`config.mk`:
```
export PLATFORM = sky130hd
export DESIGN_NAME = contiguous_region_allocator
export DESIGN_NICKNAME = d
export VERILOG_FILES = /design/src/hw/rtl/cra_pkg.sv /design/src/hw/rtl/cra_cell.sv /design/src/hw/rtl/contiguous_region_allocator.sv
export VERILOG_INCLUDE_DIRS = /design/src /design/src/hw/rtl
export SDC_FILE = /design/constraint.sdc
export NUM_CORES = 1
export LEC_CHECK = 0
export BUFFER_PORTS_ARGS = -buffer_cell sky130_fd_sc_hd__buf_2
export CAP_MARGIN = 20
export CORE_ASPECT_RATIO = 0.75
export CORE_MARGIN = 2
export CORE_UTILIZATION = 50
export CTS_CLUSTER_DIAMETER = 150
export DETAILED_ROUTE_END_ITERATION = 8
export GPL_TIMING_DRIVEN = 0
export PLACE_DENSITY = 0.66
export SYNTH_ARGS = -nofsm -noshare
export SYNTH_HDL_FRONTEND = slang
export SYNTH_HIERARCHICAL = 1
export SYNTH_SLANG_ARGS = --single-unit
```
`constraint.sdc`:
```
create_clock -name clk_i -period 32.4 [get_ports clk_i]
set_clock_uncertainty 0.15 [all_clocks]
set_input_delay 1.62 -clock clk_i [delete_from_list [all_inputs] [get_ports clk_i]]
set_output_delay 1.62 -clock clk_i [all_outputs]
set_load 0.02 [all_outputs]
```
`src/hw/rtl/contiguous_region_allocator_defines.svh`:
```
// Assertion macros for the region allocator RTL.
`ifndef CONTIGUOUS_REGION_ALLOCATOR_DEFINES_SVH
`define CONTIGUOUS_REGION_ALLOCATOR_DEFINES_SVH

// Condition that must hold at every clock edge outside reset.
`define CRA_ASSERT(lbl, cond, msg) \
  lbl: assert property (@(posedge clk_i) disable iff (!rst_ni) (cond)) else $error(msg);

// Same-cycle implication.
`define CRA_ASSERT_IMP(lbl, ante, cons, msg) \
  lbl: assert property (@(posedge clk_i) disable iff (!rst_ni) (ante) |-> (cons)) \
    else $error(msg);

// Next-cycle implication.
`define CRA_ASSERT_NEXT(lbl, ante, cons, msg) \
  lbl: assert property (@(posedge clk_i) disable iff (!rst_ni) (ante) |=> (cons)) \
    else $error(msg);

`endif

```
`src/hw/rtl/cra_pkg.sv`:
```
// Types and constants of the contiguous region allocator.
package cra_pkg;

  localparam int unsigned MaxRegionsDef = 16;
  localparam int unsigned AddrBitsDef   = 20;
  localparam int unsigned MemSizeW      = 21;
  localparam int unsigned OwnerW        = 16;
  localparam logic [MemSizeW-1:0] MemSizeReset = 21'd1048576;

  typedef enum logic [1:0] {
    CMD_ALLOC   = 2'd0,
    CMD_RELEASE = 2'd1,
    CMD_COMPACT = 2'd2,
    CMD_NOP     = 2'd3
  } cmd_e;

  typedef enum logic [1:0] {
    FIT_FIRST = 2'd0,
    FIT_BEST  = 2'd1,
    FIT_WORST = 2'd2,
    FIT_OTHER = 2'd3
  } strategy_e;

  typedef enum logic [1:0] {
    STAT_DONE    = 2'd0,
    STAT_NOFIT   = 2'd1,
    STAT_FULL    = 2'd2,
    STAT_NOOWNER = 2'd3
  } status_e;

  typedef enum logic [2:0] {
    ST_IDLE,
    ST_SCAN,
    ST_INSERT,
    ST_RELEASE,
    ST_COMPACT,
    ST_DONE
  } state_e;

endpackage

```
`src/hw/rtl/cra_cell.sv`:
```
// One table cell: owner, first and last address of one region slot.
module cra_cell #(
  parameter int unsigned ADDR_BITS = cra_pkg::AddrBitsDef
) (
  input  logic                       clk_i,
  input  logic                       shift_i,
  input  logic [cra_pkg::OwnerW-1:0] owner_i,
  input  logic [ADDR_BITS-1:0]       first_i,
  input  logic [ADDR_BITS-1:0]       last_i,
  output logic [cra_pkg::OwnerW-1:0] owner_o,
  output logic [ADDR_BITS-1:0]       first_o,
  output logic [ADDR_BITS-1:0]       last_o
);
  import cra_pkg::*;

  logic [OwnerW-1:0]    owner_q;
  logic [ADDR_BITS-1:0] first_q;
  logic [ADDR_BITS-1:0] last_q;

  always_ff @(posedge clk_i) begin
    if (shift_i) begin
      owner_q <= owner_i;
      first_q <= first_i;
      last_q  <= last_i;
    end
  end

  assign owner_o = owner_q;
  assign first_o = first_q;
  assign last_o  = last_q;

endmodule

```
`src/hw/rtl/contiguous_region_allocator.sv`:
```
// Contiguous region allocator: top level with control and the cell ring.
// The region table lives in a ring of MAX_REGIONS cells that rotates by one
// entry per cycle during a pass, so the controller sees entry j at the head
// cell in step j of a pass and writes the entry back at the tail. An
// allocation that finds a hole takes one scan pass to choose the hole and one
// rewrite pass to insert the region. A refused allocation, a release or a
// compact is a single pass; an allocation into a full table and an unknown
// command go to the result with no pass. One transaction is worked on at a
// time; the next one is accepted while the previous result still waits in
// the output register.
module contiguous_region_allocator #(
  parameter int unsigned MAX_REGIONS = cra_pkg::MaxRegionsDef,
  parameter int unsigned ADDR_BITS   = cra_pkg::AddrBitsDef
) (
  input  logic                         clk_i,
  input  logic                         rst_ni,
  input  logic                         cfg_we_i,
  input  logic [cra_pkg::MemSizeW-1:0] memory_size_i,
  input  logic                         in_valid_i,
  output logic                         in_ready_o,
  input  cra_pkg::cmd_e                cmd_i,
  input  logic [cra_pkg::OwnerW-1:0]   owner_id_i,
  input  logic [cra_pkg::MemSizeW-1:0] request_size_i,
  input  cra_pkg::strategy_e           strategy_i,
  output logic                         out_valid_o,
  input  logic                         out_ready_i,
  output cra_pkg::status_e             status_o,
  output logic [ADDR_BITS-1:0]         region_start_o,
  output logic [ADDR_BITS-1:0]         region_end_o
);
  import cra_pkg::*;

  `include "contiguous_region_allocator_defines.svh"

  localparam int unsigned IW = $clog2(MAX_REGIONS);
  localparam int unsigned CW = $clog2(MAX_REGIONS + 1);
  localparam int unsigned LW = (ADDR_BITS + 1 > MemSizeW) ? ADDR_BITS + 1 : MemSizeW;

  // Cell ring.
  logic [OwnerW-1:0]    cell_owner [MAX_REGIONS];
  logic [ADDR_BITS-1:0] cell_first [MAX_REGIONS];
  logic [ADDR_BITS-1:0] cell_last  [MAX_REGIONS];
  logic                 shift;
  logic [OwnerW-1:0]    tail_owner;
  logic [ADDR_BITS-1:0] tail_first;
  logic [ADDR_BITS-1:0] tail_last;

  for (genvar k = 0; k < MAX_REGIONS; k++) begin : g_cell
    if (k == MAX_REGIONS - 1) begin : g_tail
      cra_cell #(.ADDR_BITS(ADDR_BITS)) u_cell (
        .clk_i, .shift_i(shift),
        .owner_i(tail_owner), .first_i(tail_first), .last_i(tail_last),
        .owner_o(cell_owner[k]), .first_o(cell_first[k]), .last_o(cell_last[k])
      );
    end else begin : g_body
      cra_cell #(.ADDR_BITS(ADDR_BITS)) u_cell (
        .clk_i, .shift_i(shift),
        .owner_i(cell_owner[k+1]), .first_i(cell_first[k+1]), .last_i(cell_last[k+1]),
        .owner_o(cell_owner[k]), .first_o(cell_first[k]), .last_o(cell_last[k])
      );
    end
  end

  // Control and working registers.
  state_e               state_q, state_d;
  logic [IW-1:0]        step_q, step_d;
  logic [CW-1:0]        count_q, count_d;
  logic [MemSizeW-1:0]  mem_size_q;
  logic [OwnerW-1:0]    owner_q, owner_d;
  logic [MemSizeW-1:0]  size_q, size_d;
  strategy_e            strat_q, strat_d;
  logic                 found_q, found_d;
  logic [LW-1:0]        prev_end_q, prev_end_d;
  logic [LW-1:0]        best_len_q, best_len_d;
  logic [LW-1:0]        best_start_q, best_start_d;
  logic [IW-1:0]        pick_q, pick_d;
  logic [OwnerW-1:0]    hold_owner_q;
  logic [ADDR_BITS-1:0] hold_first_q, hold_last_q;
  logic [ADDR_BITS-1:0] next_q, next_d;
  status_e              res_status_q, res_status_d;
  logic [ADDR_BITS-1:0] res_start_q, res_start_d, res_end_q, res_end_d;
  logic                 out_valid_q, out_valid_d;
  status_e              out_status_q;
  logic [ADDR_BITS-1:0] out_start_q, out_end_q;

  logic                 in_fire, last_step, in_table, out_free, take, fit;
  logic [LW-1:0]        mem_ext, cap, usable, hi, len, new_last_ext;
  logic [ADDR_BITS-1:0] span;

  assign in_fire   = in_valid_i && in_ready_o;
  assign last_step = (step_q == IW'(MAX_REGIONS - 1));
  assign in_table  = (CW'(step_q) < count_q);
  assign out_free  = !out_valid_q || out_ready_i;

  assign mem_ext = LW'(mem_size_q);
  assign cap     = LW'(1) << ADDR_BITS;
  assign usable  = (mem_ext < cap) ? mem_ext : cap;

  // Hole ending just before head entry, or the trailing hole once past the table.
  assign hi  = in_table ? LW'(cell_first[0]) : usable;
  assign len = (hi > prev_end_q) ? hi - prev_end_q : '0;
  assign fit = (CW'(step_q) <= count_q) && (len >= LW'(size_q)) && (size_q != '0);
  assign take = fit && (!found_q ||
                        (strat_q == FIT_BEST  && len < best_len_q) ||
                        (strat_q == FIT_WORST && len > best_len_q));

  assign new_last_ext = best_start_q + LW'(size_q) - LW'(1);
  assign span         = cell_last[0] - cell_first[0];

  // Next state.
  always_comb begin
    state_d = state_q;
    unique case (state_q)
      ST_IDLE: begin
        if (in_fire) begin
          unique case (cmd_i)
            CMD_ALLOC:   state_d = (count_q == CW'(MAX_REGIONS)) ? ST_DONE : ST_SCAN;
            CMD_RELEASE: state_d = ST_RELEASE;
            CMD_COMPACT: state_d = ST_COMPACT;
            default:     state_d = ST_DONE;
          endcase
        end
      end
      ST_SCAN: begin
        if (last_step) begin
          state_d = (found_q || take) ? ST_INSERT : ST_DONE;
        end
      end
      ST_INSERT, ST_RELEASE, ST_COMPACT: begin
        if (last_step) begin
          state_d = ST_DONE;
        end
      end
      ST_DONE: begin
        if (out_free) begin
          state_d = ST_IDLE;
        end
      end
      default: state_d = ST_IDLE;
    endcase
  end

  // Datapath and outputs.
  always_comb begin
    step_d       = step_q;
    count_d      = count_q;
    owner_d      = owner_q;
    size_d       = size_q;
    strat_d      = strat_q;
    found_d      = found_q;
    prev_end_d   = prev_end_q;
    best_len_d   = best_len_q;
    best_start_d = best_start_q;
    pick_d       = pick_q;
    next_d       = next_q;
    res_status_d = res_status_q;
    res_start_d  = res_start_q;
    res_end_d    = res_end_q;
    out_valid_d  = out_valid_q && !out_ready_i;
    shift        = 1'b0;
    tail_owner   = cell_owner[0];
    tail_first   = cell_first[0];
    tail_last    = cell_last[0];

    unique case (state_q)
      ST_IDLE: begin
        if (in_fire) begin
          owner_d      = owner_id_i;
          size_d       = request_size_i;
          strat_d      = strategy_i;
          found_d      = 1'b0;
          prev_end_d   = '0;
          best_len_d   = '0;
          best_start_d = '0;
          next_d       = '0;
          step_d       = '0;
          res_start_d  = '0;
          res_end_d    = '0;
          res_status_d = STAT_DONE;
          if (cmd_i == CMD_ALLOC && count_q == CW'(MAX_REGIONS)) begin
            res_status_d = STAT_FULL;
          end
        end
      end
      ST_SCAN: begin
        shift  = 1'b1;
        step_d = last_step ? '0 : step_q + IW'(1);
        if (in_table) begin
          prev_end_d = LW'(cell_last[0]) + LW'(1);
        end
        if (take) begin
          found_d      = 1'b1;
          best_len_d   = len;
          best_start_d = prev_end_q;
          pick_d       = step_q;
        end
        if (last_step && !(found_q || take)) begin
          res_status_d = STAT_NOFIT;
        end
      end
      ST_INSERT: begin
        // Entries after the new one reach the tail through the hold register.
        shift  = 1'b1;
        step_d = last_step ? '0 : step_q + IW'(1);
        if (step_q == pick_q) begin
          tail_owner = owner_q;
          tail_first = best_start_q[ADDR_BITS-1:0];
          tail_last  = new_last_ext[ADDR_BITS-1:0];
        end else if (step_q > pick_q) begin
          tail_owner = hold_owner_q;
          tail_first = hold_first_q;
          tail_last  = hold_last_q;
        end
        if (last_step) begin
          count_d     = count_q + CW'(1);
          res_start_d = best_start_q[ADDR_BITS-1:0];
          res_end_d   = new_last_ext[ADDR_BITS-1:0];
        end
      end
      ST_RELEASE: begin
        // From the first match on, each slot takes its successor's entry.
        shift  = 1'b1;
        step_d = last_step ? '0 : step_q + IW'(1);
        if (in_table && cell_owner[0] == owner_q) begin
          found_d = 1'b1;
        end
        if (found_d) begin
          tail_owner = cell_owner[1];
          tail_first = cell_first[1];
          tail_last  = cell_last[1];
        end
        if (last_step) begin
          if (found_d) begin
            count_d = count_q - CW'(1);
          end else begin
            res_status_d = STAT_NOOWNER;
          end
        end
      end
      ST_COMPACT: begin
        shift  = 1'b1;
        step_d = last_step ? '0 : step_q + IW'(1);
        if (in_table) begin
          tail_first = next_q;
          tail_last  = next_q + span;
          next_d     = next_q + span + ADDR_BITS'(1);
        end
      end
      ST_DONE: begin
        if (out_free) begin
          out_valid_d = 1'b1;
        end
      end
      default: ;
    endcase
  end

  always_ff @(posedge clk_i or negedge rst_ni) begin
    if (!rst_ni) begin
      state_q     <= ST_IDLE;
      step_q      <= '0;
      count_q     <= '0;
      mem_size_q  <= MemSizeReset;
      out_valid_q <= 1'b0;
    end else begin
      state_q     <= state_d;
      step_q      <= step_d;
      count_q     <= count_d;
      out_valid_q <= out_valid_d;
      if (cfg_we_i) begin
        mem_size_q <= memory_size_i;
      end
    end
  end

  always_ff @(posedge clk_i) begin
    owner_q      <= owner_d;
    size_q       <= size_d;
    strat_q      <= strat_d;
    found_q      <= found_d;
    prev_end_q   <= prev_end_d;
    best_len_q   <= best_len_d;
    best_start_q <= best_start_d;
    pick_q       <= pick_d;
    next_q       <= next_d;
    res_status_q <= res_status_d;
    res_start_q  <= res_start_d;
    res_end_q    <= res_end_d;
    hold_owner_q <= cell_owner[0];
    hold_first_q <= cell_first[0];
    hold_last_q  <= cell_last[0];
    if (state_q == ST_DONE && out_free) begin
      out_status_q <= res_status_q;
      out_start_q  <= res_start_q;
      out_end_q    <= res_end_q;
    end
  end

  assign in_ready_o     = (state_q == ST_IDLE);
  assign out_valid_o    = out_valid_q;
  assign status_o       = out_status_q;
  assign region_start_o = out_start_q;
  assign region_end_o   = out_end_q;

  `CRA_ASSERT(count_in_range, count_q <= CW'(MAX_REGIONS), "region count above table size")
  `CRA_ASSERT_IMP(pick_in_table, state_q == ST_INSERT, CW'(pick_q) <= count_q,
                  "insert position beyond table end")
  `CRA_ASSERT_IMP(step_zero_idle, state_q == ST_IDLE || state_q == ST_DONE, step_q == '0,
                  "pass counter not parked outside a pass")
  `CRA_ASSERT_NEXT(busy_after_accept, in_fire, state_q != ST_IDLE,
                   "controller idle right after a transaction was accepted")

endmodule
```
==> results of run 1 <==
[routing by layer]
metal  vias to the layer above  global-route usage, %
met1                     12100                   34.1
met3                       161                   3.46
met2                       909                   30.3
met4                         6                   5.87
met5                         -                      0
li1                      11100                      -
[worst reg2reg max path, delay by kind of cell (launching register included)]
kind            cells  cell delay [ns]
buf+inv             4             1.67
flops               1             0.49
fa+ha+maj           3             0.96
compound gates     11             2.83
mux                 1             0.80
simple gates        7             1.37
[cell families (layout without fill, tap and decap cells)]
| logic type | after synthesis | in the layout | synth area share [%] |
|---|---|---|---|
| multiplexers | 31 | 31 | 0.744 |
| flip-flops | 1196 | 1196 | 77.2 |
| XOR/XNOR | 94 | 94 | 1.84 |
| AND/OR/NAND/NOR | 609 | 609 | 6.50 |
| AO/OA/AOI/OAI | 436 | 436 | 6.52 |
| buffers and inverters | 305 | 642 | 2.56 |
| adder cells (fa/ha/maj) | 156 | 156 | 4.64 |
| other | 0 | 5 | 0 |
[placed cells by master (no fill, tap or decap), types with 17 or more instances in the layout]
cell	count
a222oi_1	19
a221o_1	17
inv_1	228
xor2_1	24
ha_1	134
and2_1	22
clkbuf_16	109
nor3_1	51
a211oi_1	22
dfrtp_1	33
nand3_1	33
buf_2	119
clkinv_1	19
nor2_1	186
xnor2_1	68
o21ai_0	93
a21oi_1	99
nand3b_1	22
mux2_2	23
nand4_1	31
nand2_1	170
clkbuf_1	88
edfxtp_1	1106
fa_1	22
a21o_1	37
dfxtp_1	56
[state kept, by name (all words and copies together), names as in the netlist, 16 cells and up]
register and cells:
best_len_q 21, best_start_q 20, g_cell.g_body.u_cell/first_o 300, g_cell.g_body.u_cell/last_o 300, g_cell.g_body.u_cell/owner_o 240, g_cell.g_tail.u_cell/first_o 20
g_cell.g_tail.u_cell/last_o 20, g_cell.g_tail.u_cell/owner_o 16, hold_first_q 20, hold_last_q 20, hold_owner_q 16, mem_ext 21
next_q 20, owner_q 16, prev_end_q 21, region_end_o 20, region_start_o 20, res_end_q 20
res_start_q 20, size_q 21
[layout make-up]
| type | instances | area [um2] |
|---|---|---|
| Antenna cell | 5 | 12.5 |
| Sequential cell | 1196 | 35200 |
| Buffer | 76 | 309 |
| Tap cell | 1212 | 1520 |
| Timing Repair Buffer | 131 | 1060 |
| Fill cell | 6947 | 38100 |
| Clock inverter | 68 | 782 |
| Clock buffer | 138 | 2850 |
| Multi-Input combinational cell | 1326 | 9280 |
| Inverter | 229 | 860 |
[path summary, 6_finish.rpt]
path | from | endpoint | depth (start not counted)
min reg2reg | g_cell[0].g_body.u_cell/last_o[11] | hold_last_q[11] | 0
min | g_cell[0].g_body.u_cell/last_o[11] | hold_last_q[11] | 0
max reg2reg | step_q[2] | best_start_q[17] | 26
max | step_q[2] | best_start_q[17] | 26
max in group asynchronous | rst_ni | count_q[1] | 1
min in group asynchronous | rst_ni | mem_ext[8] | 1
[per-stage QoR]
stage	instance area, um2	hold WS [ns]
3_3_place_gp	47700	0.203
2_1_floorplan	45600	0.196
5_1_grt	51800	0.231
6_report	51900	0.213
4_1_cts	51800	0.218
3_5_place_dp	48200	0.203
==> impl_metrics.json, run 1 <==
{
  "drc_errors": 0,
  "synthTopCellsByArea": "edfxtp_1 (73%), ha_1 (3.7%), dfxtp_1 (2.5%)",
  "synth.most_common_cell": "edfxtp_1",
  "reg2reg_slack_ns": 23.84,
  "syn_inst": 2827,
  "initial_core_util_pct": 50.7,
  "status": "finished, final reports clean",
  "cts_resized": 0,
  "crit_arrival_ns": 8.82,
  "post-route-period-util_pct": 26.4,
  "grt_pass1_vias": 23000,
  "crit_buf_inv": 4,
  "synth_edf_count": 1106,
  "synthToLayoutAreaGrowth_pct": 13.8,
  "rsz0062_at_grt": "no",
  "async_reset_ff_share_pct": 2.84,
  "die_y_um": 265,
  "synth_top_area_share_pct": 72.9,
  "worst_slew_pin_slew_ns": 1.11,
  "grt_use_total_pct": 21.3,
  "met2_length_mm": 41.8,
  "dp.cells": 4170,
  "yosysSeqAreaShare_pct": 77.2,
  "max-cap-violations": 0,
  "slew_headroom_pct": 25.5,
  "gp_congestion": 0.949,
  "grt_max_degree": 82,
  "crit_type": "flip-flop to flip-flop",
  "antenna_found_initial": 9,
  "final_max_slew_viol_count": 0,
  "pre_cts_slack_ns": 23.92,
  "yosys.area.top_type": "edfxtp_1",
  "ys_seq_elements": 1196,
  "min_period_ns": 8.56,
  "syn_nets": 3050,
  "wirelength_mm": 99.8,
  "die_w_um": 353,
  "hp-class": "flip-flop to flip-flop",
  "route.met3.wl_mm": 7.17,
  "dpl.hpwl_mm": 72.1,
  "clock-sinks": 1196,
  "drt-wirelength-per-cell_um": 22.8,
  "synth_cell_types": 91,
  "std_cell_rows": 95,
  "first_iter_violations": 2647,
  "path_clk_slew_ns": 0.07,
  "start_kind": "flip-flop",
  "cp_top_family": "compound AO/OA/AOI/OAI gates",
  "postRouteAntennaNets": 0,
  "tns_ns": 0,
  "finalSetupViolations": 0,
  "slowest_stage": "mux2i_1",
  "cp_max_fo": 19,
  "first_pass_iters": 6,
  "grt_pass1_wl_mm": 147,
  "post_cts_buffers": 0,
  "highest_layer": "met5",
  "end_kind": "flip-flop",
  "cts_buffers": 109,
  "hold_viol": 0,
  "layout-drive-gt1-share_pct": 11.5,
  "synthFlopType": "edfxtp_1",
  "clk_latency_ns": 0.71,
  "timing.fmax_ghz": 0.117,
  "cts_tree": "built",
  "io_pins": 111,
  "vias": 24200,
  "htree_levels": 3,
  "cts_root_buf": "clkbuf_16",
  "core_area_um2": 90000,
  "fin_util_pct": 57.6,
  "die-area_um2": 93600,
  "setup_ws_ns": 23.84,
  "drt-met1-wl_mm": 48.2,
  "io_buffers": 110,
  "via_per_inst": 5.53,
  "yosys_warnings": 6,
  "grt-ovfl-total": 0,
  "avgSynthCellArea_um2": 16.1,
  "fin_cells": 4381,
  "crit_path_max_incr_delay_ns": 0.80,
  "finalNetCount": 3292,
  "syn-cell-area_um2": 45600,
  "cts_buffer_depth": 3,
  "cts_hold_buf": 0,
  "critical_path_required_ns": 32.66,
  "synth_commonest_cells": "edfxtp_1 (1106), inv_1 (229), nor2_1 (186), nand2_1 (171), ha_1 (134)"
}
Power of run 1 is not shown: default switching activity piles up to over one toggle a cycle in this logic, so the estimate is an artifact.
==> run 2, diff against run 1 <==
--- a/config.mk
+++ b/config.mk
@@ -6,6 +6,7 @@
 export SDC_FILE = /design/constraint.sdc
 export NUM_CORES = 1
 export LEC_CHECK = 0
+export ABC_AREA = 1
 export BUFFER_PORTS_ARGS = -buffer_cell sky130_fd_sc_hd__buf_2
 export CAP_MARGIN = 20
 export CORE_ASPECT_RATIO = 0.75
==> constraint.sdc (replaced) <==
create_clock -name clk_i -period 8.64 [get_ports clk_i]
set_clock_uncertainty 0.15 [all_clocks]
set_input_delay 0.432 -clock clk_i [delete_from_list [all_inputs] [get_ports clk_i]]
set_output_delay 0.432 -clock clk_i [all_outputs]
set_load 0.02 [all_outputs]
==> impl_metrics.json, run 2 <==
{
  "synth_commonest_cells": "edfxtp_1 (1106), nand2_1 (496), inv_1 (404), nor2_1 (218), nand3_1 (146)",
  "layout-drive-gt1-share_pct": 11.0,
  "postRouteAntennaNets": 0,
  "r2r-start": "count_q[3]",
  "r2r_end": "best_len_q[18]",
  "crit_type": "flip-flop to flip-flop",
  "gp_congestion": 0.986,
  "yosys.area.top_type": "edfxtp_1",
  "cp_max_fo": 25,
  "grt_pass1_wl_mm": 153,
  "slew_headroom_pct": 31.1,
  "grt-ovfl-total": 0,
  "post-route-period-util_pct": 85.5,
  "synthToLayoutAreaGrowth_pct": 14.0,
  "cts_buffers": 107,
  "finalNetCount": 3818,
  "clk_latency_ns": 0.71,
  "synth.most_common_cell": "edfxtp_1",
  "min_period_ns": 7.39,
  "std_cell_rows": 96,
  "core_area_um2": 91800,
  "die_y_um": 268,
  "via_per_inst": 5.24,
  "clock-sinks": 1196,
  "grt_use_total_pct": 21.9,
  "synth_top_area_share_pct": 71.5,
  "status": "finished, final reports clean",
  "syn-cell-area_um2": 46400,
  "hold_viol": 0,
  "timing.fmax_ghz": 0.135,
  "dp.cells": 4647,
  "avgSynthCellArea_um2": 14.1,
  "rsz0062_at_grt": "no",
  "endpoint": "best_len_q[18]",
  "diodes": 0,
  "worst_slew_pin_slew_ns": 1.03,
  "syn_inst": 3303,
  "die_w_um": 356,
  "slowest_stage": "o21ai_0",
  "first_iter_violations": 2775,
  "finalSetupViolations": 0,
  "final_max_slew_viol_count": 0,
  "mostFrequentLayoutCells": "edfxtp_1 (1106), nand2_1 (496), inv_1 (404)",
  "final_common_cell": "edfxtp_1",
  "fillers": 7338,
  "fin_cells": 4910,
  "io_pins": 111,
  "initial_core_util_pct": 50.6,
  "hp-class": "input pin to flip-flop",
  "dpl.hpwl_mm": 74.9,
  "reg2reg_slack_ns": 1.25,
  "htree_levels": 3,
  "synth_edf_count": 1106,
  "post_cts_buffers": 0,
  "async_reset_ff_share_pct": 2.84,
  "grt_max_degree": 185,
  "first_pass_iters": 8,
  "startpoint": "count_q[3]",
  "vias": 25700,
  "crit_arrival_ns": 7.62,
  "end_kind": "flip-flop",
  "drt-wirelength-per-cell_um": 21.1,
  "wirelength_mm": 104,
  "synthTopCellsByArea": "edfxtp_1 (72%), nand2_1 (4.0%), ha_1 (3.6%)",
  "yosysSeqAreaShare_pct": 75.8,
  "ys_seq_elements": 1196,
  "cts_buffer_depth": 3,
  "critical_path_required_ns": 8.87,
  "synth_cell_types": 60,
  "yosys_warnings": 6,
  "path_clk_slew_ns": 0.07,
  "r2r_cells": 28,
  "syn_nets": 3526,
  "io_buffers": 109,
  "drc_errors": 0,
  "antenna_found_initial": 6,
  "start_kind": "flip-flop",
  "cts_tree": "built",
  "synthFlopType": "edfxtp_1",
  "cts_root_buf": "clkbuf_16",
  "grt_pass1_vias": 24200,
  "die-area_um2": 95400,
  "crit_path_max_incr_delay_ns": 0.58,
  "max-cap-violations": 0
}
run 2: cell types whose count changed after synthesis, moves of 22 or more:
cell      before  now
inv_2          0   22
nor2_1       186  218
inv_1        229  404
xnor2_1       68   25
nand3_1       33  146
clkbuf_1      60   27
a21oi_1       99  136
a21o_1        37    7
o21ai_0       95  132
nand2_1      171  496
run 2: how the worst min path moves through the flow:
stage / from / endpoint / slack [ns] / depth (start not counted)
6_report: cfg_we_i / mem_ext[16] / 0.06 / 2
5_1_grt: cfg_we_i / mem_ext[1] / 0.1 / 2
4_1_cts: cfg_we_i / mem_ext[16] / 0.04 / 2
3_5_place_dp: g_cell[11].g_body.u_cell/first_o[13] / g_cell[10].g_body.u_cell/first_o[13] / 0.25 / 0
3_3_place_gp: g_cell[10].g_body.u_cell/first_o[15] / g_cell[9].g_body.u_cell/first_o[15] / 0.25 / 0
2_1_floorplan: rst_ni / count_q[0] / -0.01 / 0
run 2: cell type report:
cell class	instances	area [um2]	share of cell area [%]
sequential	1196	35200	66.4
multi-input combinational	1621	9440	17.8
clock buffer	138	2830	5.35
inverter	428	1630	3.07
tap	1225	1530	2.89
timing repair buffer	183	1420	2.68
clock inverter	61	667	1.26
buffer	58	263	0.496
run 2: through the flow:
| step | hold WS, ns | instance area, um2 | utilization, % | setup slack (ns) | TNS [ns] |
|---|---|---|---|---|---|
| floorplan | -0.0136 | 46500 | - | 1.05 | 0 |
| global route | 0.0972 | 53000 | 57.7 | 0.791 | 0 |
| detailed placement | 0.255 | 48800 | 53.2 | 1.31 | 0 |
| finish | 0.0607 | 53000 | 57.7 | 1.25 | 0 |
| global placement | 0.250 | 48500 | 52.9 | -1.58 | -1346.29 |
| CTS | 0.0368 | 53000 | 57.7 | 1.28 | 0 |
run 2: timing repair:
item                      in CTS  in global routing
gates resized for setup        0                  0
hold endpoints to repair      98                  0
hold buffers                  64                  0
run 2: worst max-delay path: cells and delay by family, from the launching register on:
kind	cells	cell delay (ns)
AOI/OAI and AO/OA	4	1.90
xor gates and xnor gates	1	0.46
adders and majority gates	3	0.99
buffers and inverters	7	0.97
DFF	1	0.35
and+or+nand+nor	13	2.20
run 2: kinds of logic (layout without fill, tap and decap cells):
logic type | after synthesis | after routing | synth area share [%]
compound gates | 373 | 373 | 4.52
xor+xnor | 51 | 51 | 0.962
fa+ha+maj | 156 | 156 | 4.56
buf+inv | 486 | 868 | 4.03
flops | 1196 | 1196 | 75.8
mux | 13 | 13 | 0.315
simple gates | 1028 | 1028 | 9.86
run 2: per-layer routing:
metal	up-vias	track usage (%)	part of all wire (%)
met2	774	30.8	42
li1	12300	-	-
met5	-	0	0.013
met1	12500	35.1	50
met3	159	3.40	6.1
met4	2	6.37	2.5
Power of run 2 is left out for the same reason.
